--- config.mk ---
export PLATFORM = sky130hd
export DESIGN_NAME = dht11_sensor_responder_top
export DESIGN_NICKNAME = d
export VERILOG_FILES = /design/src/rtl/core/dhtsr_pkg.sv /design/src/rtl/core/dhtsr_cfg.sv /design/src/rtl/core/dhtsr_core.sv /design/src/rtl/core/dht11_sensor_responder_top.sv
export SDC_FILE = /design/constraint.sdc
export NUM_CORES = 1
export LEC_CHECK = 0
export CORE_MARGIN = 3
export CORE_UTILIZATION = 45
export DETAILED_ROUTE_END_ITERATION = 8
export DONT_BUFFER_PORTS = 1
export PLACE_DENSITY = 0.66
export SETUP_SLACK_MARGIN = 0.5
export SLEW_MARGIN = 25
export SYNTH_ARGS = -nofsm -noshare
export SYNTH_HDL_FRONTEND = slang
export SYNTH_SLANG_ARGS = --single-unit
--- constraint.sdc ---
create_clock -name clk -period 5.4 [get_ports clk]
set_input_delay 1.08 -clock clk [delete_from_list [all_inputs] [get_ports clk]]
set_output_delay 1.08 -clock clk [all_outputs]
set_load 0.05 [all_outputs]
--- src/rtl/core/dhtsr_pkg.sv ---
// Shared types, register indexes, phase codes and reset values for the DHT11 sensor responder.
`default_nettype none
package dhtsr_pkg;

	// Frame layout: humidity, zero, temperature, zero, checksum
	localparam int FRAME_BITS = 40;
	localparam int CNT_W      = 6;
	localparam int CFG_IDX_W  = 3;
	localparam int CFG_DATA_W = 8;

	// Item kinds
	localparam logic KIND_RESTART = 1'b0;
	localparam logic KIND_SAMPLE  = 1'b1;

	// Configuration register indexes
	localparam logic [CFG_IDX_W-1:0] CFG_RESPONSE_LOW  = 3'd0;
	localparam logic [CFG_IDX_W-1:0] CFG_RESPONSE_HIGH = 3'd1;
	localparam logic [CFG_IDX_W-1:0] CFG_ERROR_HIGH    = 3'd2;
	localparam logic [CFG_IDX_W-1:0] CFG_BIT_LOW       = 3'd3;
	localparam logic [CFG_IDX_W-1:0] CFG_ZERO_HIGH     = 3'd4;
	localparam logic [CFG_IDX_W-1:0] CFG_ONE_HIGH      = 3'd5;

	// Configuration reset values in microseconds
	localparam logic [7:0] RST_RESPONSE_LOW  = 8'd80;
	localparam logic [7:0] RST_RESPONSE_HIGH = 8'd80;
	localparam logic [7:0] RST_ERROR_HIGH    = 8'd90;
	localparam logic [7:0] RST_BIT_LOW       = 8'd20;
	localparam logic [7:0] RST_ZERO_HIGH     = 8'd23;
	localparam logic [7:0] RST_ONE_HIGH      = 8'd75;

	// Phase codes
	localparam logic [2:0] PH_START     = 3'd0;
	localparam logic [2:0] PH_RESP_LOW  = 3'd1;
	localparam logic [2:0] PH_RESP_HIGH = 3'd2;
	localparam logic [2:0] PH_BIT_LOW   = 3'd3;
	localparam logic [2:0] PH_BIT_HIGH  = 3'd4;

	typedef struct packed {
		logic        kind;
		logic [15:0] elapsed_us;
		logic [7:0]  humidity;
		logic [7:0]  temperature;
		logic        reading_valid;
	} in_item_t;

	typedef struct packed {
		logic             line_level;
		logic [CNT_W-1:0] bits_sent;
	} out_item_t;

	typedef struct packed {
		logic [7:0] response_low_us;
		logic [7:0] response_high_us;
		logic [7:0] error_high_us;
		logic [7:0] bit_low_us;
		logic [7:0] zero_high_us;
		logic [7:0] one_high_us;
	} cfg_regs_t;

endpackage
`default_nettype wire

--- src/rtl/core/dhtsr_cfg.sv ---
// Configuration register file for the DHT11 sensor responder timing values.
`default_nettype none
module dhtsr_cfg (
	input  wire logic                               clk,
	input  wire logic                               arst_n,
	input  wire logic                               wr_en,
	input  wire logic [dhtsr_pkg::CFG_IDX_W-1:0]    wr_index,
	input  wire logic [dhtsr_pkg::CFG_DATA_W-1:0]   wr_data,
	output dhtsr_pkg::cfg_regs_t                    regs
);

	dhtsr_pkg::cfg_regs_t regs_q;

	// Write one register per transfer; unknown indexes are dropped
	always_ff @(posedge clk or negedge arst_n) begin
		if (!arst_n) begin
			regs_q.response_low_us  <= dhtsr_pkg::RST_RESPONSE_LOW;
			regs_q.response_high_us <= dhtsr_pkg::RST_RESPONSE_HIGH;
			regs_q.error_high_us    <= dhtsr_pkg::RST_ERROR_HIGH;
			regs_q.bit_low_us       <= dhtsr_pkg::RST_BIT_LOW;
			regs_q.zero_high_us     <= dhtsr_pkg::RST_ZERO_HIGH;
			regs_q.one_high_us      <= dhtsr_pkg::RST_ONE_HIGH;
		end else if (wr_en) begin
			case (wr_index)
				dhtsr_pkg::CFG_RESPONSE_LOW:  regs_q.response_low_us  <= wr_data;
				dhtsr_pkg::CFG_RESPONSE_HIGH: regs_q.response_high_us <= wr_data;
				dhtsr_pkg::CFG_ERROR_HIGH:    regs_q.error_high_us    <= wr_data;
				dhtsr_pkg::CFG_BIT_LOW:       regs_q.bit_low_us       <= wr_data;
				dhtsr_pkg::CFG_ZERO_HIGH:     regs_q.zero_high_us     <= wr_data;
				dhtsr_pkg::CFG_ONE_HIGH:      regs_q.one_high_us      <= wr_data;
				default: ;
			endcase
		end
	end

	assign regs = regs_q;

endmodule
`default_nettype wire

--- src/rtl/core/dhtsr_core.sv ---
// Phase state, bit counter, frame latch and line level decision for one item per cycle while step is high.
`default_nettype none
module dhtsr_core (
	input  wire logic                  clk,
	input  wire logic                  arst_n,
	input  wire logic                  step,
	input  wire dhtsr_pkg::in_item_t   item,
	input  wire dhtsr_pkg::cfg_regs_t  regs,
	output dhtsr_pkg::out_item_t       result
);

	logic [2:0]                       phase_q, phase_d;
	logic [dhtsr_pkg::CNT_W-1:0]      bit_count_q, bit_count_d;
	logic [dhtsr_pkg::FRAME_BITS-1:0] frame_q, frame_d;
	logic                             level;
	logic                             frame_done;
	logic [dhtsr_pkg::CNT_W-1:0]      bit_pos;
	logic [7:0]                       high_limit;
	logic [7:0]                       checksum;

	assign frame_done = bit_count_q >= dhtsr_pkg::CNT_W'(dhtsr_pkg::FRAME_BITS);
	// Most significant bit goes first
	assign bit_pos    = dhtsr_pkg::CNT_W'(dhtsr_pkg::FRAME_BITS - 1) - bit_count_q;
	assign high_limit = frame_q[bit_pos] ? regs.one_high_us : regs.zero_high_us;
	assign checksum   = item.humidity + item.temperature;

	// Decide the line level and next state for the current item; a restart item returns to the start phase
	always_comb begin
		phase_d     = phase_q;
		bit_count_d = bit_count_q;
		frame_d     = frame_q;
		level       = 1'b0;
		if (item.kind == dhtsr_pkg::KIND_RESTART) begin
			phase_d     = dhtsr_pkg::PH_START;
			bit_count_d = '0;
		end else begin
			case (phase_q)
				dhtsr_pkg::PH_START: begin
					phase_d = dhtsr_pkg::PH_RESP_LOW;
				end
				dhtsr_pkg::PH_RESP_LOW: begin
					if (item.elapsed_us >= {8'd0, regs.response_low_us}) begin
						level   = 1'b1;
						phase_d = dhtsr_pkg::PH_RESP_HIGH;
					end
				end
				dhtsr_pkg::PH_RESP_HIGH: begin
					frame_d = {item.humidity, 8'd0, item.temperature, 8'd0, checksum};
					if (item.elapsed_us < {8'd0, regs.response_high_us}) begin
						level = 1'b1;
					end else if (item.reading_valid ||
							item.elapsed_us >= {8'd0, regs.error_high_us}) begin
						phase_d = dhtsr_pkg::PH_BIT_LOW;
					end else begin
						level = 1'b1;
					end
				end
				dhtsr_pkg::PH_BIT_LOW: begin
					if (frame_done) begin
						level = 1'b1;
					end else if (item.elapsed_us >= {8'd0, regs.bit_low_us}) begin
						level   = 1'b1;
						phase_d = dhtsr_pkg::PH_BIT_HIGH;
					end
				end
				dhtsr_pkg::PH_BIT_HIGH: begin
					if (frame_done) begin
						level   = 1'b1;
						phase_d = dhtsr_pkg::PH_BIT_LOW;
					end else if (item.elapsed_us < {8'd0, high_limit}) begin
						level = 1'b1;
					end else begin
						bit_count_d = bit_count_q + 1'b1;
						phase_d     = dhtsr_pkg::PH_BIT_LOW;
					end
				end
				default: ;
			endcase
		end
	end

	// Advance state once per processed item
	always_ff @(posedge clk or negedge arst_n) begin
		if (!arst_n) begin
			phase_q     <= dhtsr_pkg::PH_START;
			bit_count_q <= '0;
			frame_q     <= '0;
		end else if (step) begin
			phase_q     <= phase_d;
			bit_count_q <= bit_count_d;
			frame_q     <= frame_d;
		end
	end

	assign result.line_level = level;
	assign result.bits_sent  = bit_count_d;

endmodule
`default_nettype wire

--- src/rtl/core/dht11_sensor_responder_top.sv ---
// A sample item goes from the input register to the result register. Throughput: one item per
// cycle when results are not stalled; the state update is one compare and select per cycle.
// A restart item updates the state and produces no result.
// Reset: arst_n clears the phase, bit count, frame and pipeline valids asynchronously
// and loads the timing registers with their default microsecond values.
`default_nettype none
module dht11_sensor_responder_top (
	input  wire logic                              clk,
	input  wire logic                              arst_n,
	input  wire logic                              in_valid,
	output logic                                   in_ready,
	input  wire dhtsr_pkg::in_item_t               in_data,
	output logic                                   out_valid,
	input  wire logic                              out_ready,
	output dhtsr_pkg::out_item_t                   out_data,
	input  wire logic                              cfg_valid,
	output logic                                   cfg_ready,
	input  wire logic [dhtsr_pkg::CFG_IDX_W-1:0]   cfg_index,
	input  wire logic [dhtsr_pkg::CFG_DATA_W-1:0]  cfg_data
);

	logic                 s1_valid_s1;
	dhtsr_pkg::in_item_t  item_s1;
	logic                 out_valid_q;
	dhtsr_pkg::out_item_t out_q;
	logic                 step;
	logic                 is_sample;
	dhtsr_pkg::cfg_regs_t regs;
	dhtsr_pkg::out_item_t result;

	assign cfg_ready = 1'b1;

	dhtsr_cfg u_cfg (
		.clk      (clk),
		.arst_n   (arst_n),
		.wr_en    (cfg_valid && cfg_ready),
		.wr_index (cfg_index),
		.wr_data  (cfg_data),
		.regs     (regs)
	);

	// Process the held item when it needs no output slot or the slot frees up
	assign is_sample = item_s1.kind == dhtsr_pkg::KIND_SAMPLE;
	assign step      = s1_valid_s1 && (!is_sample || !out_valid_q || out_ready);
	assign in_ready  = !s1_valid_s1 || step;

	dhtsr_core u_core (
		.clk    (clk),
		.arst_n (arst_n),
		.step   (step),
		.item   (item_s1),
		.regs   (regs),
		.result (result)
	);

	// Input register
	always_ff @(posedge clk or negedge arst_n) begin
		if (!arst_n) begin
			s1_valid_s1 <= 1'b0;
		end else if (in_ready) begin
			s1_valid_s1 <= in_valid;
		end
	end

	always_ff @(posedge clk) begin
		if (in_valid && in_ready) begin
			item_s1 <= in_data;
		end
	end

	// Result register: load on a processed sample, drop after transfer
	always_ff @(posedge clk or negedge arst_n) begin
		if (!arst_n) begin
			out_valid_q <= 1'b0;
		end else if (step && is_sample) begin
			out_valid_q <= 1'b1;
		end else if (out_ready) begin
			out_valid_q <= 1'b0;
		end
	end

	always_ff @(posedge clk) begin
		if (step && is_sample) begin
			out_q <= result;
		end
	end

	assign out_valid = out_valid_q;
	assign out_data  = out_q;

`ifndef SYNTHESIS
	a_bits_in_range: assert property (@(posedge clk) disable iff (!arst_n)
		out_valid_q |-> out_q.bits_sent <= dhtsr_pkg::CNT_W'(dhtsr_pkg::FRAME_BITS))
		else $error("bits_sent beyond frame length");

	a_restart_no_result: assert property (@(posedge clk) disable iff (!arst_n)
		(step && !is_sample && !out_valid_q) |=> !out_valid_q)
		else $error("restart item produced a result");

	a_stall_holds_item: assert property (@(posedge clk) disable iff (!arst_n)
		!in_ready |-> (s1_valid_s1 && is_sample && out_valid_q && !out_ready))
		else $error("input stalled without a blocked result");
`endif

endmodule
`default_nettype wire

# [After elaboration in Yosys (flattened, before gate mapping)]
# Index checks and enable logic that the tools add are counted.
[classes] n_addsub=3 muxes=26 magnitude_cmp=7 eq_ne=16 reduce_logical=21
[op_table] cell="16-bit by 8-bit greater-or-equal comparator with 1-bit output" n=3
[op_table] cell="16-bit by 8-bit < comparator with 1-bit output" n=2
[op_table] cell="3-bit 2-to-1 mux" n=8
[op_table] cell="6-bit 2-to-1 mux" n=4
[op_table] cell="3-bit one-hot mux with 5 select lines" n=1
[op_table] cell="3-bit by 2-bit == test with 1-bit output, second input constant" n=4
[op_table] cell="2-bit AND reduction" n=6
[op_table] cell="1-bit 2-to-1 mux" n=10
[op_table] cell="3-bit == test, second input constant" n=3
[op_table] cell="3-bit by 2-bit inequality test with 1-bit output, second input constant" n=3
[op_table] cell="8-bit adder" n=1
[op_table] cell="8-bit 2-to-1 mux" n=1
[op_table] cell="8-bit AND reduction" n=1
[op_table] cell="6-bit by 7-bit < comparator with 1-bit output, second input constant" n=1
[op_table] cell="6-bit by 1-bit adder with 6-bit output, second input constant" n=1
[op_table] cell="1-bit binary-select mux with 6-bit select" n=1
[op_table] cell="3-bit by 1-bit == test with 1-bit output, second input constant" n=2
[op_table] cell="6-bit greater-or-equal comparator, second input constant" n=1
[op_table] cell="3-bit logical NOT" n=2
[op_table] cell="3-bit inequality test, second input constant" n=2
[op_table] cell="6-bit by 1-bit inequality test with 1-bit output, second input constant" n=1
[op_table] cell="6-bit subtractor, first input constant" n=1
[op_table] cell="1-bit logical OR" n=4
[op_table] cell="4-bit by 3-bit inequality test with 1-bit output, second input constant" n=1
[op_table] cell="other kinds (5)" n=9
[word_totals] word_cells=91 input_bits=50 register_bits=124

# [Longest topological paths before layout]
[logic_depth] word_depth=9 mapped_depth=17 depth_no_buf=16

# [Modules after synthesis]
# Synthesis repeated with hierarchy kept, for this count alone.
[unflattened] hier_cells=542 hier_area_um2=6487.5
[by_module_without_submodules] module="dhtsr_core" area_each_um2=3268.1 cells_each=383 seq_area_each_um2=825.8 n_inst=1
[by_module_without_submodules] module="dhtsr_cfg" area_each_um2=1855.5 cells_each=106 seq_area_each_um2=1223.7 n_inst=1
[by_module_without_submodules] module="dht11_sensor_responder_top" area_each_um2=1363.8 cells_each=53 seq_area_each_um2=1281.2 n_inst=1

# [Worst setup path before layout]
# No wires, ideal clock.
[synth_path] path_type="register to register" start="register u_core.bit_count_q[0] (netlist bit)" end="register out_q (netlist bit out_data[5]), data pin" stages_incl_launch_ff=16 path_slack_ps=1667 setup_ps=265 arrival_time_ps=3467 period_less_slack_ps=3733 path_buffers=1 t_required_ps=5135 path_cell_list="dfrtp_1 -> buf_6 -> mux4_2 -> mux4_2 -> nand2b_2 -> a21oi_4 -> mux2i_1 -> ha_1 -> o21a_1 -> o21a_1 -> o2111ai_1 -> a2bb2oi_1 -> o211ai_4 -> or3_4 -> xor2_1 -> nor2_1"
[synth_rtl] element="start: declaration" line_no="dhtsr_core.sv:13" text="logic [dhtsr_pkg::CNT_W-1:0] bit_count_q, bit_count_d;"
[synth_rtl] element="start signal: assignment" line_no="dhtsr_core.sv:90" text="bit_count_q <= bit_count_d;"
[synth_rtl] element="end signal: assignment" line_no="dht11_sensor_responder_top.sv:84" text="out_q <= result;"
[synth_rtl] element="end: declaration" line_no="dht11_sensor_responder_top.sv:25" text="dhtsr_pkg::out_item_t out_q;"

# [Worst setup path in the final report]
[layout_path] start="register u_core.bit_count_q[0] (netlist bit)" end="register u_core.phase_q[1]"
[layout_between] elab_chain_len=7 word_cells_on_any_way=12 cone_classes="add/sub: 1; order compare: 2; eq/ne: 2; mux: 6; reduce/logical: 1"
[layout_lines] element="6-bit subtractor" line_no="dhtsr_core.sv:23" text="assign bit_pos = dhtsr_pkg::CNT_W'(dhtsr_pkg::FRAME_BITS - 1) - bit_count_q;"
[layout_lines] element="1-bit binary-select mux with 6-bit select" line_no="dhtsr_core.sv:24" text="assign high_limit = frame_q[bit_pos] ? regs.one_high_us : regs.zero_high_us;"
[layout_lines] element="1-bit 2-to-1 mux (not written as such)" line_no="dhtsr_core.sv:24"
[layout_lines] element="8-bit 2-to-1 mux" line_no="dhtsr_core.sv:24"
[layout_lines] element="16-bit by 8-bit < comparator with 1-bit output" line_no="dhtsr_core.sv:70" text="end else if (item.elapsed_us < {8'd0, high_limit}) begin"
[layout_lines] element="4-bit by 3-bit inequality test with 1-bit output (no line)"
[layout_lines] element="8-bit AND reduction (no line)"
[layout_lines] element="end signal: assignment" line_no="dhtsr_core.sv:85" text="phase_q <= dhtsr_pkg::PH_START;"
[layout_lines] element="end signal: assignment" line_no="dhtsr_core.sv:89" text="phase_q <= phase_d;"
[layout_lines] element="end: declaration" line_no="dhtsr_core.sv:12" text="logic [2:0] phase_q, phase_d;"
# Parallel ways exist; a longest one is shown, timed or not. The select of a mux whose other input is x is not followed.
# A chain may end at the register's enable or synchronous reset.

==> run summary <==
Met3 global-route usage = 0.0568
Final setup fails = 0
Placed instance area = 6460 um^2
FFs w/ async S/R, synth = 0.669
Yosys cell types = 57
Cells after Synth = 516
Dpl ws = 1.17 ns
Layout Cells excl Fill = 716
CP Launch Type = flip-flop
H-tree depth = 4
Ranking of synthesized cells by area = dfrtp_1 (26%), edfxtp_1 (20%), ha_1 (9.8%), mux2_2 (7.7%), dfstp_2 (7.6%)
Layout area overhead = 12.2%
Critical path class = reg2reg
Clk Tree Root Cell = clkbuf_16
Clock Latency Late Sink = 0.41 ns
Std cell rows = 42
Congestion Overflow GR = 0
Pin count of the biggest net entering global routing = 84
Nets = 627
ANT cells = 0
Share of layout cells above drive strength 1 = 0.202
Clock buffer depth = 2
Initial Util = 0.467
Most used routing layer = met2
Syn Area/Cell = 12.1 um^2
Final period util = 0.788
Core ar. = 13400 um^2
Pwr/cell area = 446 nW/um^2
Maxcap violations = 0
Slew Viols, Final = 0
Initial antenna violation count = 0
HPWL Detailed = 8690 um
PnR worst setup slack = 1.14 ns
Drt total wl = 12500 um
I/O pin total = 60
TritonCTS Buffers = 17
Relative slew margins = 0.434
Post-CTS Setup Bufs = 0
Crit Path Max Fanout = 13
WP data required = 5.75 ns
Fillers = 1169
Commonest non-fill, non-tap cells in the layout = dfrtp_1 (65), ha_1 (49), nand2_1 (48)
DR vias/cell = 5.44
Top cell type's share of synthesized area = 0.260
Fin. Hold Viols = 0
Post-synth top area cell = dfrtp_1
Port Buffers = 0
Critical Path Sink Type = flip-flop
# hold bufs at CTS = 0
Synthesis warning total = 0
CTS clk-pin slew, worst paths = 0.05 ns
Grt met1 use = 0.226
LEAKAGE = 0.00300 uW
Reg2reg path depth = 14
Via count = 3892
DR WL/cell = 17.4 um
DIE HEIGHT = 124 um
Peak supply drop = 0.291 mV
Setup TNS = 0 ns
DRT Pass-1 Iters = 4
Prevailing post-synth register cell = dfrtp_1
RSZ-0062 raised after global routing = false
Die X = 124 um
Multi-input logic area = 2700 um^2
Syn Nets = 616
Number of synthesized register bits = 124
Clock Skew = 0.00857 ns
Die area = 15400 um^2
Worst EP arrival = 4.60 ns
Register area = 3330 um^2
First-pass GRT wire length = 20200 um
Remaining routing DRC violations = 0
Sink Count = 124
Measured slew at the worst slew-check pin = 0.850 ns
Hold Slack = 0.364 ns
Commonest non-fill, non-tap cell in the layout = dfrtp_1
Post-CTS sizing = 0
Initial DRC Count = 255
Cell Count Post-Placement = 684
Met2 capacity usage during global routing = 0.284
Vias in the first global route = 3947
Register area share after synthesis = 0.532
Post-route ant nets = 0
Status = finished, final reports clean
Highest clock rate = 235 MHz
Post-Layout Inst Area = 7020 um^2
HP Class = in2async
Tmin final = 4.26 ns
CTS tree = done
Mapped Area = 6260 um^2
Gpl congestion = 0.827
EDFF count, synth = 41
Global-route usage over all layers = 0.175
## final cells by class
class | count | area share
Multi-Input combinational cell | 333 | 0.385
Clock inverter | 5 | 0.00428
Sequential cell | 124 | 0.475
Inverter | 45 | 0.0241
Clock buffer | 27 | 0.0747
Tap cell | 176 | 0.0314
Timing Repair Buffer | 6 | 0.00642
## critical path: stages (launching register included)
cell       delay [ns]
dfrtp_1          0.66
mux4_1           0.62
mux4_2           0.48
nand2b_2         0.10
a21oi_4          0.12
mux2i_1          0.16
ha_1             0.31
o21a_1           0.12
o21a_1           0.13
o2111ai_1        0.12
a2bb2oi_1        0.34
o21a_2           0.25
o211ai_4         0.10
a2111oi_0        0.49
a211o_1          0.16
## per-stage QoR
stage / power (uW) / utilization
after floorplan: 1920 / -
after global placement: 2040 / 0.482
after detailed placement: 2090 / 0.482
after CTS: 3160 / 0.524
after global routing: 3320 / 0.524
final: 3130 / 0.524
## path summary, 6_finish.rpt
path / end / from / slack, ns
max: u_core.phase_q[1] / u_core.bit_count_q[0] / 1.14
min: u_cfg.regs[31] / arst_n / 0.36
max in group asynchronous: u_cfg.regs[0] / arst_n / 4.83
min in group clk: u_core.frame_q[5] / u_core.frame_q[5] / 0.48
max reg2reg: u_core.phase_q[1] / u_core.bit_count_q[0] / 1.14
min reg2reg: u_core.frame_q[5] / u_core.frame_q[5] / 0.48
## cells by family after synthesis
kind of cell / count (synthesis) / synth area share
flops: 124 / 0.532
xor+xnor: 13 / 0.0182
simple gates: 108 / 0.0828
buf+inv: 59 / 0.0374
other cells: 1 / 0.000599
compound gates: 99 / 0.103
fa+ha+maj: 50 / 0.101
mux: 62 / 0.125
## state kept, by name (all words and copies together) (netlist names)
register            count
is_sample               1
item_s1                33
out_data                7
out_valid               1
s1_valid_s1             1
u_cfg.regs             48
u_core.bit_count_q      6
u_core.frame_q         24
u_core.phase_q          3
## per-layer routing
| layer | share of wire | vias to the layer above |
|---|---|---|
| met3 | 0.045 | 14 |
| li1 | - | 1865 |
| met1 | 0.46 | 1930 |
| met5 | 0 | - |
| met4 | 0.012 | 0 |
| met2 | 0.48 | 83 |
## power by group
group	total [uW]	leakage, uW	internal [uW]	switching, uW
combinational	711	0.00133	386	326
sequential	1370	0.00139	1200	167
clock	1050	0.000273	662	392
## cell usage after synthesis, types with 4 or more instances
cell type and count:
dfrtp_1 65, ha_1 49, nand2_1 48, inv_1 45, mux2_2 43, edfxtp_1 41, o21ai_0 41, nor2_1 19
dfstp_2 18, a21oi_1 16, a21o_1 11, clkbuf_1 11, mux2i_1 11, nand3_1 9, xnor2_1 9, nand2b_1 7
a31oi_1 4, and2_1 4, mux4_1 4, xor2_1 4
No activity file was read; power rests on OpenSTA's default activity.
